File: config.mk
export PLATFORM = sky130hd
export DESIGN_NAME = scale_mask_pitch_quantizer
export DESIGN_NICKNAME = d
export VERILOG_FILES = /design/src/rtl/smpq_pkg.sv /design/src/rtl/smpq_scale.sv /design/src/rtl/smpq_select.sv /design/src/rtl/scale_mask_pitch_quantizer.sv
export SDC_FILE = /design/constraint.sdc
export NUM_CORES = 1
export LEC_CHECK = 0
export ABC_AREA = 1
export BUFFER_PORTS_ARGS = -buffer_cell sky130_fd_sc_hd__buf_2
export CAP_MARGIN = 15
export CORE_UTILIZATION = 45
export DETAILED_ROUTE_END_ITERATION = 8
export PLACE_DENSITY = 0.6
export SYNTH_ARGS = -nofsm -noshare
export SYNTH_HDL_FRONTEND = slang
export SYNTH_SLANG_ARGS = --single-unit
File: constraint.sdc
create_clock -name clk -period 17 [get_ports clk]
set_input_delay 3.4 -clock clk [delete_from_list [all_inputs] [get_ports clk]]
set_output_delay 3.4 -clock clk [all_outputs]
set_load 0.1 [all_outputs]
File: src/rtl/smpq_pkg.sv
// Package for the scale-mask pitch quantizer.
// Holds the voltage constants, register codes, stage structs and the scale search helpers.
// Used by smpq_scale, smpq_select and scale_mask_pitch_quantizer.
package smpq_pkg;

    localparam int NOTE_COUNT  = 12;
    localparam int VOLT_W      = 17;
    localparam int QMAG_W      = 8;
    localparam int NOTE_W      = 6;
    localparam int DIST_W      = 4;

    localparam logic signed [VOLT_W-1:0] VOLT_MAX = 17'sd36864;
    localparam logic signed [VOLT_W-1:0] VOLT_MIN = -17'sd36864;

    // Configuration register indexes (byte address is four times the index).
    localparam logic [1:0] REG_MASK   = 2'd0;
    localparam logic [1:0] REG_MODE   = 2'd1;
    localparam logic [1:0] REG_ENABLE = 2'd2;

    // Scale mode codes.
    localparam logic [1:0] MODE_HALF  = 2'd0;
    localparam logic [1:0] MODE_FIFTH = 2'd1;
    localparam logic [1:0] MODE_TENTH = 2'd2;

    typedef logic signed [VOLT_W-1:0] volt_t;
    typedef logic signed [NOTE_W-1:0] note_t;

    // Rounded semitone magnitude and its sign, between the two stages.
    typedef struct packed {
        logic [QMAG_W-1:0] q_mag;
        logic              neg;
    } scale_res_t;

    // Chosen note and the output value of one item.
    typedef struct packed {
        note_t octave;
        note_t semi;
        logic  changed;
        volt_t quant;
    } note_res_t;

    // Distance upward from residue r to the first enabled semitone, NOTE_COUNT if none.
    function automatic logic [DIST_W-1:0] find_up(input logic [NOTE_COUNT-1:0] mask,
                                                  input logic [DIST_W-1:0] r);
        logic [DIST_W-1:0] d;
        logic [DIST_W:0]   idx;
        d = DIST_W'(NOTE_COUNT);
        for (int k = NOTE_COUNT - 1; k >= 0; k--)
        begin
            idx = {1'b0, r} + (DIST_W + 1)'(k);
            if (idx >= (DIST_W + 1)'(NOTE_COUNT))
            begin
                idx = idx - (DIST_W + 1)'(NOTE_COUNT);
            end
            if (mask[idx[DIST_W-1:0]])
            begin
                d = DIST_W'(k);
            end
        end
        return d;
    endfunction

    // Distance downward from residue r to the first enabled semitone, NOTE_COUNT if none.
    function automatic logic [DIST_W-1:0] find_down(input logic [NOTE_COUNT-1:0] mask,
                                                    input logic [DIST_W-1:0] r);
        logic [DIST_W-1:0] d;
        logic [DIST_W:0]   idx;
        d = DIST_W'(NOTE_COUNT);
        for (int k = NOTE_COUNT - 1; k >= 0; k--)
        begin
            idx = {1'b0, r} + (DIST_W + 1)'(NOTE_COUNT) - (DIST_W + 1)'(k);
            if (idx >= (DIST_W + 1)'(NOTE_COUNT))
            begin
                idx = idx - (DIST_W + 1)'(NOTE_COUNT);
            end
            if (mask[idx[DIST_W-1:0]])
            begin
                d = DIST_W'(k);
            end
        end
        return d;
    endfunction

endpackage

File: src/rtl/smpq_scale.sv
// First stage of the quantizer: source select, mode scaling, saturation and rounding.
// Produces the rounded semitone magnitude and sign; depends on smpq_pkg.
module smpq_scale
    import smpq_pkg::*;
(
    input  volt_t      pitch_volts,
    input  logic       pitch_present,
    input  volt_t      noise_volts,
    input  volt_t      transpose_volts,
    input  logic [1:0] scale_mode,
    input  logic       scale_enable,
    output scale_res_t res
);

    typedef enum logic [1:0] {DIV_ONE, DIV_TWO, DIV_FIVE, DIV_TEN} div_t;

    div_t                div_sel;
    logic signed [20:0]  x_ext;
    logic signed [20:0]  t_ext;
    logic signed [20:0]  dt;
    logic signed [20:0]  num;
    logic signed [20:0]  lim;
    logic signed [20:0]  num_c;
    logic signed [20:0]  mag_s;
    logic [18:0]         mag;
    logic [18:0]         half;
    logic [18:0]         tsum;
    logic [10:0]         v;
    logic [10:0]         v5;
    logic [21:0]         prod5;
    logic [QMAG_W-1:0]   q;

    // The scaled sum is x + d*transpose with d in {1, 2, 5, 10}, so the
    // divide by 256*d that follows stays exact.
    always_comb
    begin
        if (pitch_present && !scale_enable)
        begin
            div_sel = DIV_ONE;
        end
        else
        begin
            case (scale_mode)
                MODE_HALF:  div_sel = DIV_TWO;
                MODE_FIFTH: div_sel = DIV_FIVE;
                MODE_TENTH: div_sel = DIV_TEN;
                default:    div_sel = DIV_ONE;
            endcase
        end
    end

    assign x_ext = pitch_present ? 21'(pitch_volts) : 21'(noise_volts);
    assign t_ext = 21'(transpose_volts);

    always_comb
    begin
        case (div_sel)
            DIV_TWO:
            begin
                dt   = t_ext <<< 1;
                lim  = 21'sd73728;
                half = 19'd256;
            end
            DIV_FIVE:
            begin
                dt   = (t_ext <<< 2) + t_ext;
                lim  = 21'sd184320;
                half = 19'd640;
            end
            DIV_TEN:
            begin
                dt   = (t_ext <<< 3) + (t_ext <<< 1);
                lim  = 21'sd368640;
                half = 19'd1280;
            end
            default:
            begin
                dt   = t_ext;
                lim  = 21'sd36864;
                half = 19'd128;
            end
        endcase
    end

    assign num = x_ext + dt;

    always_comb
    begin
        if (num > lim)
        begin
            num_c = lim;
        end
        else if (num < -lim)
        begin
            num_c = -lim;
        end
        else
        begin
            num_c = num;
        end
    end

    assign mag_s = num_c[20] ? -num_c : num_c;
    assign mag   = mag_s[18:0];
    assign tsum  = mag + half;
    assign v     = tsum[18:8];

    // Divide by five as a multiply by ceil(2^13/5); exact for values below 2730.
    assign v5    = (div_sel == DIV_TEN) ? (v >> 1) : v;
    assign prod5 = 22'(v5) * 22'd1639;

    always_comb
    begin
        case (div_sel)
            DIV_TWO:  q = QMAG_W'(v >> 1);
            DIV_FIVE: q = prod5[13 +: QMAG_W];
            DIV_TEN:  q = prod5[13 +: QMAG_W];
            default:  q = v[QMAG_W-1:0];
        endcase
    end

    assign res.q_mag = q;
    assign res.neg   = num_c[20];

endmodule

File: src/rtl/smpq_select.sv
// Second stage of the quantizer: octave split, scale mask search and output sum.
// Pure logic; the caller holds the previous note state. Depends on smpq_pkg.
module smpq_select
    import smpq_pkg::*;
(
    input  scale_res_t            sr,
    input  volt_t                 offset_volts,
    input  logic [NOTE_COUNT-1:0] scale_mask,
    input  note_t                 prev_octave,
    input  note_t                 prev_semi,
    output note_res_t             res
);

    logic [15:0]       oct_prod;
    logic [3:0]        oct_mag;
    logic [7:0]        oct_x12;
    logic [7:0]        rem_full;
    logic [3:0]        rem;
    note_t             octave0;
    note_t             semi0;
    logic [DIST_W-1:0] residue;
    logic [DIST_W-1:0] up;
    logic [DIST_W-1:0] down;
    note_t             octave;
    note_t             semi;
    logic signed [18:0] sum;

    // Divide by twelve as a multiply by ceil(2^11/12); exact below 512.
    assign oct_prod = 16'(sr.q_mag) * 16'd171;
    assign oct_mag  = oct_prod[14:11];
    assign oct_x12  = (8'(oct_mag) << 3) + (8'(oct_mag) << 2);
    assign rem_full = sr.q_mag - oct_x12;
    assign rem      = rem_full[3:0];

    // Both quotient and remainder truncate toward zero.
    assign octave0 = sr.neg ? -note_t'(oct_mag) : note_t'(oct_mag);
    assign semi0   = sr.neg ? -note_t'(rem) : note_t'(rem);

    assign residue = (sr.neg && rem != 4'd0) ? DIST_W'(NOTE_COUNT) - rem : rem;
    assign up      = find_up(scale_mask, residue);
    assign down    = find_down(scale_mask, residue);

    // An empty mask keeps the previous note; otherwise the nearer enabled
    // semitone wins and a tie goes upward, without wrapping the octave.
    always_comb
    begin
        if (scale_mask == '0)
        begin
            octave = prev_octave;
            semi   = prev_semi;
        end
        else if (up > down)
        begin
            octave = octave0;
            semi   = semi0 - note_t'(down);
        end
        else
        begin
            octave = octave0;
            semi   = semi0 + note_t'(up);
        end
    end

    assign sum = (19'(octave) <<< 11) + (19'(octave) <<< 10) + (19'(semi) <<< 8)
               + 19'(offset_volts);

    always_comb
    begin
        if (sum > 19'(VOLT_MAX))
        begin
            res.quant = VOLT_MAX;
        end
        else if (sum < 19'(VOLT_MIN))
        begin
            res.quant = VOLT_MIN;
        end
        else
        begin
            res.quant = sum[VOLT_W-1:0];
        end
    end

    assign res.octave  = octave;
    assign res.semi    = semi;
    assign res.changed = (octave != prev_octave) || (semi != prev_semi);

endmodule

File: src/rtl/scale_mask_pitch_quantizer.sv
// Top level of the scale-mask pitch quantizer: stream ports, register port and pipeline.
// Instantiates smpq_scale and smpq_select; depends on smpq_pkg.
//
//   Channel   Direction  Handshake            Payload
//   s_*       in         s_tvalid / s_tready  s_tdata (72 bits), s_tuser (1 bit)
//   m_*       out        m_tvalid / m_tready  m_tdata (40 bits)
//   APB       in         psel, penable, pwrite, pready (always high); paddr 4 bits
//
// Three register stages: an input register, a stage after the scaling and rounding, and
// the result register. An item is offered on m_* once it reaches the result register, and
// one item is taken every cycle while the output is drained. A stall on m_tready holds
// a stage only while the stage after it is full, so bubbles close up. The previous note and
// the sample-and-hold state change as an item enters the result register. Reset clears the
// valid bits, the configuration and the note state.
module scale_mask_pitch_quantizer
    import smpq_pkg::*;
(
    input  logic        clk,
    input  logic        rst_n,

    input  logic        s_tvalid,
    output logic        s_tready,
    // [16:0] pitch_volts, [33:17] noise_volts, [50:34] transpose_volts,
    // [67:51] offset_volts, [68] trigger_edge, [71:69] zero
    input  logic [71:0] s_tdata,
    // [0] pitch_present
    input  logic [0:0]  s_tuser,

    output logic        m_tvalid,
    input  logic        m_tready,
    // [16:0] quantized_volts, [33:17] held_volts, [34] note_changed, [39:35] zero
    output logic [39:0] m_tdata,

    input  logic        psel,
    input  logic        penable,
    input  logic        pwrite,
    input  logic [3:0]  paddr,
    input  logic [31:0] pwdata,
    output logic [31:0] prdata,
    output logic        pready
);

    // Configuration registers.
    logic [NOTE_COUNT-1:0] mask_reg;
    logic [1:0]            mode_reg;
    logic                  enable_reg;
    logic                  cfg_wr;

    // Input register.
    logic  v1_reg;
    volt_t pitch1_reg;
    volt_t noise1_reg;
    volt_t transpose1_reg;
    volt_t offset1_reg;
    logic  present1_reg;
    logic  trig1_reg;

    // Middle register.
    logic       v2_reg;
    scale_res_t sr2_reg;
    volt_t      offset2_reg;
    logic       trig2_reg;

    // Result register and item state.
    logic  v3_reg;
    volt_t quant3_reg;
    logic  changed3_reg;
    volt_t held_reg;
    volt_t held_next;
    logic  pending_reg;
    logic  pending_next;
    note_t prev_oct_reg;
    note_t prev_semi_reg;

    logic       st1_ready;
    logic       st2_ready;
    logic       st3_ready;
    logic       load3;
    scale_res_t sr1;
    note_res_t  nr2;

    // Each stage takes a new item when it is empty or its item moves on.
    assign st3_ready = !v3_reg || m_tready;
    assign st2_ready = !v2_reg || st3_ready;
    assign st1_ready = !v1_reg || st2_ready;
    assign s_tready  = st1_ready;
    assign load3     = v2_reg && st3_ready;

    // Register port: writes land on the access cycle; reads are combinational.
    assign pready = 1'b1;
    assign cfg_wr = psel && penable && pwrite && pready;

    always_comb
    begin
        case (paddr[3:2])
            REG_MASK:   prdata = 32'(mask_reg);
            REG_MODE:   prdata = 32'(mode_reg);
            REG_ENABLE: prdata = 32'(enable_reg);
            default:    prdata = '0;
        endcase
    end

    always_ff @(posedge clk or negedge rst_n)
    begin
        if (!rst_n)
        begin
            mask_reg   <= '0;
            mode_reg   <= '0;
            enable_reg <= 1'b0;
        end
        else if (cfg_wr)
        begin
            case (paddr[3:2])
                REG_MASK:   mask_reg   <= pwdata[NOTE_COUNT-1:0];
                REG_MODE:   mode_reg   <= pwdata[1:0];
                REG_ENABLE: enable_reg <= pwdata[0];
                default:    ;
            endcase
        end
    end

    smpq_scale u_scale (
        .pitch_volts     (pitch1_reg),
        .pitch_present   (present1_reg),
        .noise_volts     (noise1_reg),
        .transpose_volts (transpose1_reg),
        .scale_mode      (mode_reg),
        .scale_enable    (enable_reg),
        .res             (sr1)
    );

    smpq_select u_select (
        .sr           (sr2_reg),
        .offset_volts (offset2_reg),
        .scale_mask   (mask_reg),
        .prev_octave  (prev_oct_reg),
        .prev_semi    (prev_semi_reg),
        .res          (nr2)
    );

    // A pending trigger makes this item's quantized value the held value;
    // a trigger on this item arms the next one.
    always_comb
    begin
        held_next    = pending_reg ? nr2.quant : held_reg;
        pending_next = trig2_reg;
    end

    always_ff @(posedge clk or negedge rst_n)
    begin
        if (!rst_n)
        begin
            v1_reg        <= 1'b0;
            v2_reg        <= 1'b0;
            v3_reg        <= 1'b0;
            held_reg      <= '0;
            pending_reg   <= 1'b0;
            prev_oct_reg  <= '0;
            prev_semi_reg <= '0;
        end
        else
        begin
            if (st1_ready)
            begin
                v1_reg <= s_tvalid;
            end
            if (st2_ready)
            begin
                v2_reg <= v1_reg;
            end
            if (st3_ready)
            begin
                v3_reg <= v2_reg;
            end
            if (load3)
            begin
                held_reg      <= held_next;
                pending_reg   <= pending_next;
                prev_oct_reg  <= nr2.octave;
                prev_semi_reg <= nr2.semi;
            end
        end
    end

    // Payload registers carry no reset.
    always_ff @(posedge clk)
    begin
        if (st1_ready && s_tvalid)
        begin
            pitch1_reg     <= s_tdata[16:0];
            noise1_reg     <= s_tdata[33:17];
            transpose1_reg <= s_tdata[50:34];
            offset1_reg    <= s_tdata[67:51];
            trig1_reg      <= s_tdata[68];
            present1_reg   <= s_tuser[0];
        end
        if (st2_ready && v1_reg)
        begin
            sr2_reg     <= sr1;
            offset2_reg <= offset1_reg;
            trig2_reg   <= trig1_reg;
        end
        if (load3)
        begin
            quant3_reg   <= nr2.quant;
            changed3_reg <= nr2.changed;
        end
    end

    assign m_tvalid = v3_reg;
    assign m_tdata  = {5'b0, changed3_reg, held_reg, quant3_reg};

    // A free output side never holds back the input side.
    a_ready_chain: assert property (@(posedge clk) disable iff (!rst_n)
        m_tready |-> s_tready)
        else $error("input stalled while output is ready");

    // An item in the middle stage reaches the output once it may move.
    a_item_advances: assert property (@(posedge clk) disable iff (!rst_n)
        load3 |=> m_tvalid)
        else $error("item lost between middle and result stage");

    // The delivered voltage stays within the saturation limits.
    a_quant_range: assert property (@(posedge clk) disable iff (!rst_n)
        m_tvalid |-> (quant3_reg <= VOLT_MAX && quant3_reg >= VOLT_MIN))
        else $error("quantized voltage out of range");

    // With an empty mask the note is kept, so no change is reported.
    a_empty_mask: assert property (@(posedge clk) disable iff (!rst_n)
        (load3 && mask_reg == '0) |=> !changed3_reg)
        else $error("note change reported with an empty mask");

endmodule
==> flow_summary.ini <==
[synthesis]
synth_top_cell_by_area = edfxtp_1
synth_ff_type = edfxtp_1
syn_inst = 2289
ys_ff_latch = 163
synth_cell_types = 66
synth_commonest_cells = nand2_1, inv_1, ha_1
avgSynthCellArea_um2 = 7.58
netlist.area_leader.share_pct = 19.9
syn_area_mm2 = 0.0174
yosys_warnings = 0
synth_area_leaders = edfxtp_1, ha_1, nand2_1, inv_1, fa_1
synth_edf_count = 115
ys_seq_area_share_pct = 26.8
synthArstFlopShare_pct = 29.4
yosysMostFrequentCell = nand2_1

[floorplanning]
dieWidth_um = 198
initial_core_util_pct = 45.9
coreArea_mm2 = 0.0378
dieArea_mm2 = 0.0394
fp-row-count = 71
die_height_um = 198
ioPinCount = 191

[placement]
dp_hpwl_um = 34600
placed_cells = 2907
place_congestion = 0.918
preCtsSetupSlack_ns = 2.65
port_buffers = 139

[timing]
setup_viol = 0
slew_headroom_pct = 40.3
fin_crit_ns = 14.33
timing.clock.skew_ns = 0.0132
fmax_mhz = 69.8
maxSlewViolCount = 0
tns_ns = 0
tightest_slew_ns = 0.894
layout_setup_ws_ns = 2.67
rsz0062_at_grt = no
hold_viol_final = 0
min_period_over_period_pct = 84.3

[cts]
postCtsSetupRepairBufs = 0
cts-root-buf = clkbuf_16
insertion_delay_ns = 0.44
path_clk_slew_ns = 0.07
clock-sinks = 163
cts_resized = 0
h-tree-depth = 4
clockBufferDepth = 2
cts_buffers = 17
cts_hold_buf = 0
cts_tree = yes

[route]
wl_per_cell_um = 14.6
first_iter_violations = 830
wirelength_um = 43000
ant_nets = 0
first_pass_iters = 5
vias_per_cell = 5.14
vias = 15116
drcViolationCount = 0

[finish]
multi_input_area_mm2 = 0.0109
seq_area_mm2 = 0.00465
fin_nets = 2804
drive_gt1_share_pct = 10.7
fillCellCount = 3742
syn2layout_area_growth_pct = 9.55
instances_no_fill = 2940
fin_util_pct = 50.2

[global_route]
grt_pass1_wl_um = 70200
antenna_found_initial = 0
grt_overflow = 0
grt_max_degree = 64
track_usage_pct = 22.4
grt_pass1_vias = 14396

[worst_setup_path]
cp.required_ns = 17.20
worst-setup-path-type = register to register
arrival_ns = 14.53
slowest_delay_ns = 0.72
worstRegToRegCells = 73
cp_max_fo = 14
cpMaxStageDelayCell = ha_1
crit_path_frequent_cell = nand2_1
cp-start-kind = register
regToRegSetupSlack_ns = 2.67
cp-end-kind = register

[min_path]
hp-class = register to register
whs_path_depth = 0

[run]
maxCapViolCount = 0

[status]
outcome = finished, final reports clean
-- metrics by stage --
step | cell area, µm² | hold WS (ns)
after floorplan | 17500 | 0.400
after global placement | 18500 | 0.401
after detailed placement | 18500 | 0.405
after CTS | 19000 | 0.421
after global routing | 19000 | 0.423
final | 19000 | 0.420
-- critical path, delay by kind of cell, from the launching register on --
family | cells | cell delay [ns]
xor gates and xnor gates | 4 | 0.77
DFF | 1 | 0.56
buffers and inverters | 14 | 1.40
AOI/OAI and AO/OA | 20 | 3.51
and+or+nand+nor | 22 | 2.33
adders and majority gates | 13 | 5.47
-- per-layer routing --
metal	share of wire, %	global-route usage, %
met4	1.9	6.03
met5	0	0
met1	46	28.9
met3	3.7	3.12
met2	49	38.9
-- final timing paths --
path | start | end
max | sr2_reg[2] | quant3_reg[14]
min | offset1_reg[9] | offset2_reg[9]
max reg2reg | sr2_reg[2] | quant3_reg[14]
min reg2reg | offset1_reg[9] | offset2_reg[9]
max in group asynchronous | rst_n | mask_reg[1]
min in group asynchronous | rst_n | mask_reg[10]
-- layout make-up --
type	count	share of cell area, %
multi-input cells	1692	57.5
clock inverters	14	0.638
clock buffers	18	2.26
well taps	511	3.36
diodes	1	0.0132
inverters	392	7.74
flip-flops and latches	163	24.5
repair buffers	149	4.05
-- layout by cell type, fill, tap and decap left out, types with 5 or more instances in the layout --
cell,count
a21o_1,5
a21oi_1,94
a31oi_1,6
buf_2,139
buf_4,10
clkbuf_16,17
clkinv_1,6
conb_1,28
dfrtp_1,48
edfxtp_1,115
fa_1,62
ha_1,211
inv_1,381
inv_2,6
mux2_2,15
nand2_1,577
nand2_2,24
nand3_1,149
nand3_2,8
nand3b_1,6
nand4_1,27
nor2_1,128
nor3_1,19
o211ai_1,15
o21ai_0,137
o21ai_1,15
o21bai_1,17
o221ai_1,10
o22ai_1,7
o31ai_1,5
or2_2,7
xnor2_1,20
xor2_1,45
-- logic make-up (layout without fill, tap and decap cells) --
kind of cell             count (synthesis)  after routing  share of synthesized area [%]
adder cells (fa/ha/maj)                273            273                           22.4
AO/OA/AOI/OAI                          342            342                           11.4
multiplexers                            18             18                           1.18
other                                    2             29                         0.0433
buffers and inverters                  460            573                           10.8
flip-flops                             163            163                           26.8
AND/OR/NAND/NOR                        963            963                           23.8
XOR/XNOR                                68             68                           3.58
Power is not shown: default switching activity piles up to over one toggle a cycle in this logic, so the estimate is an artifact.
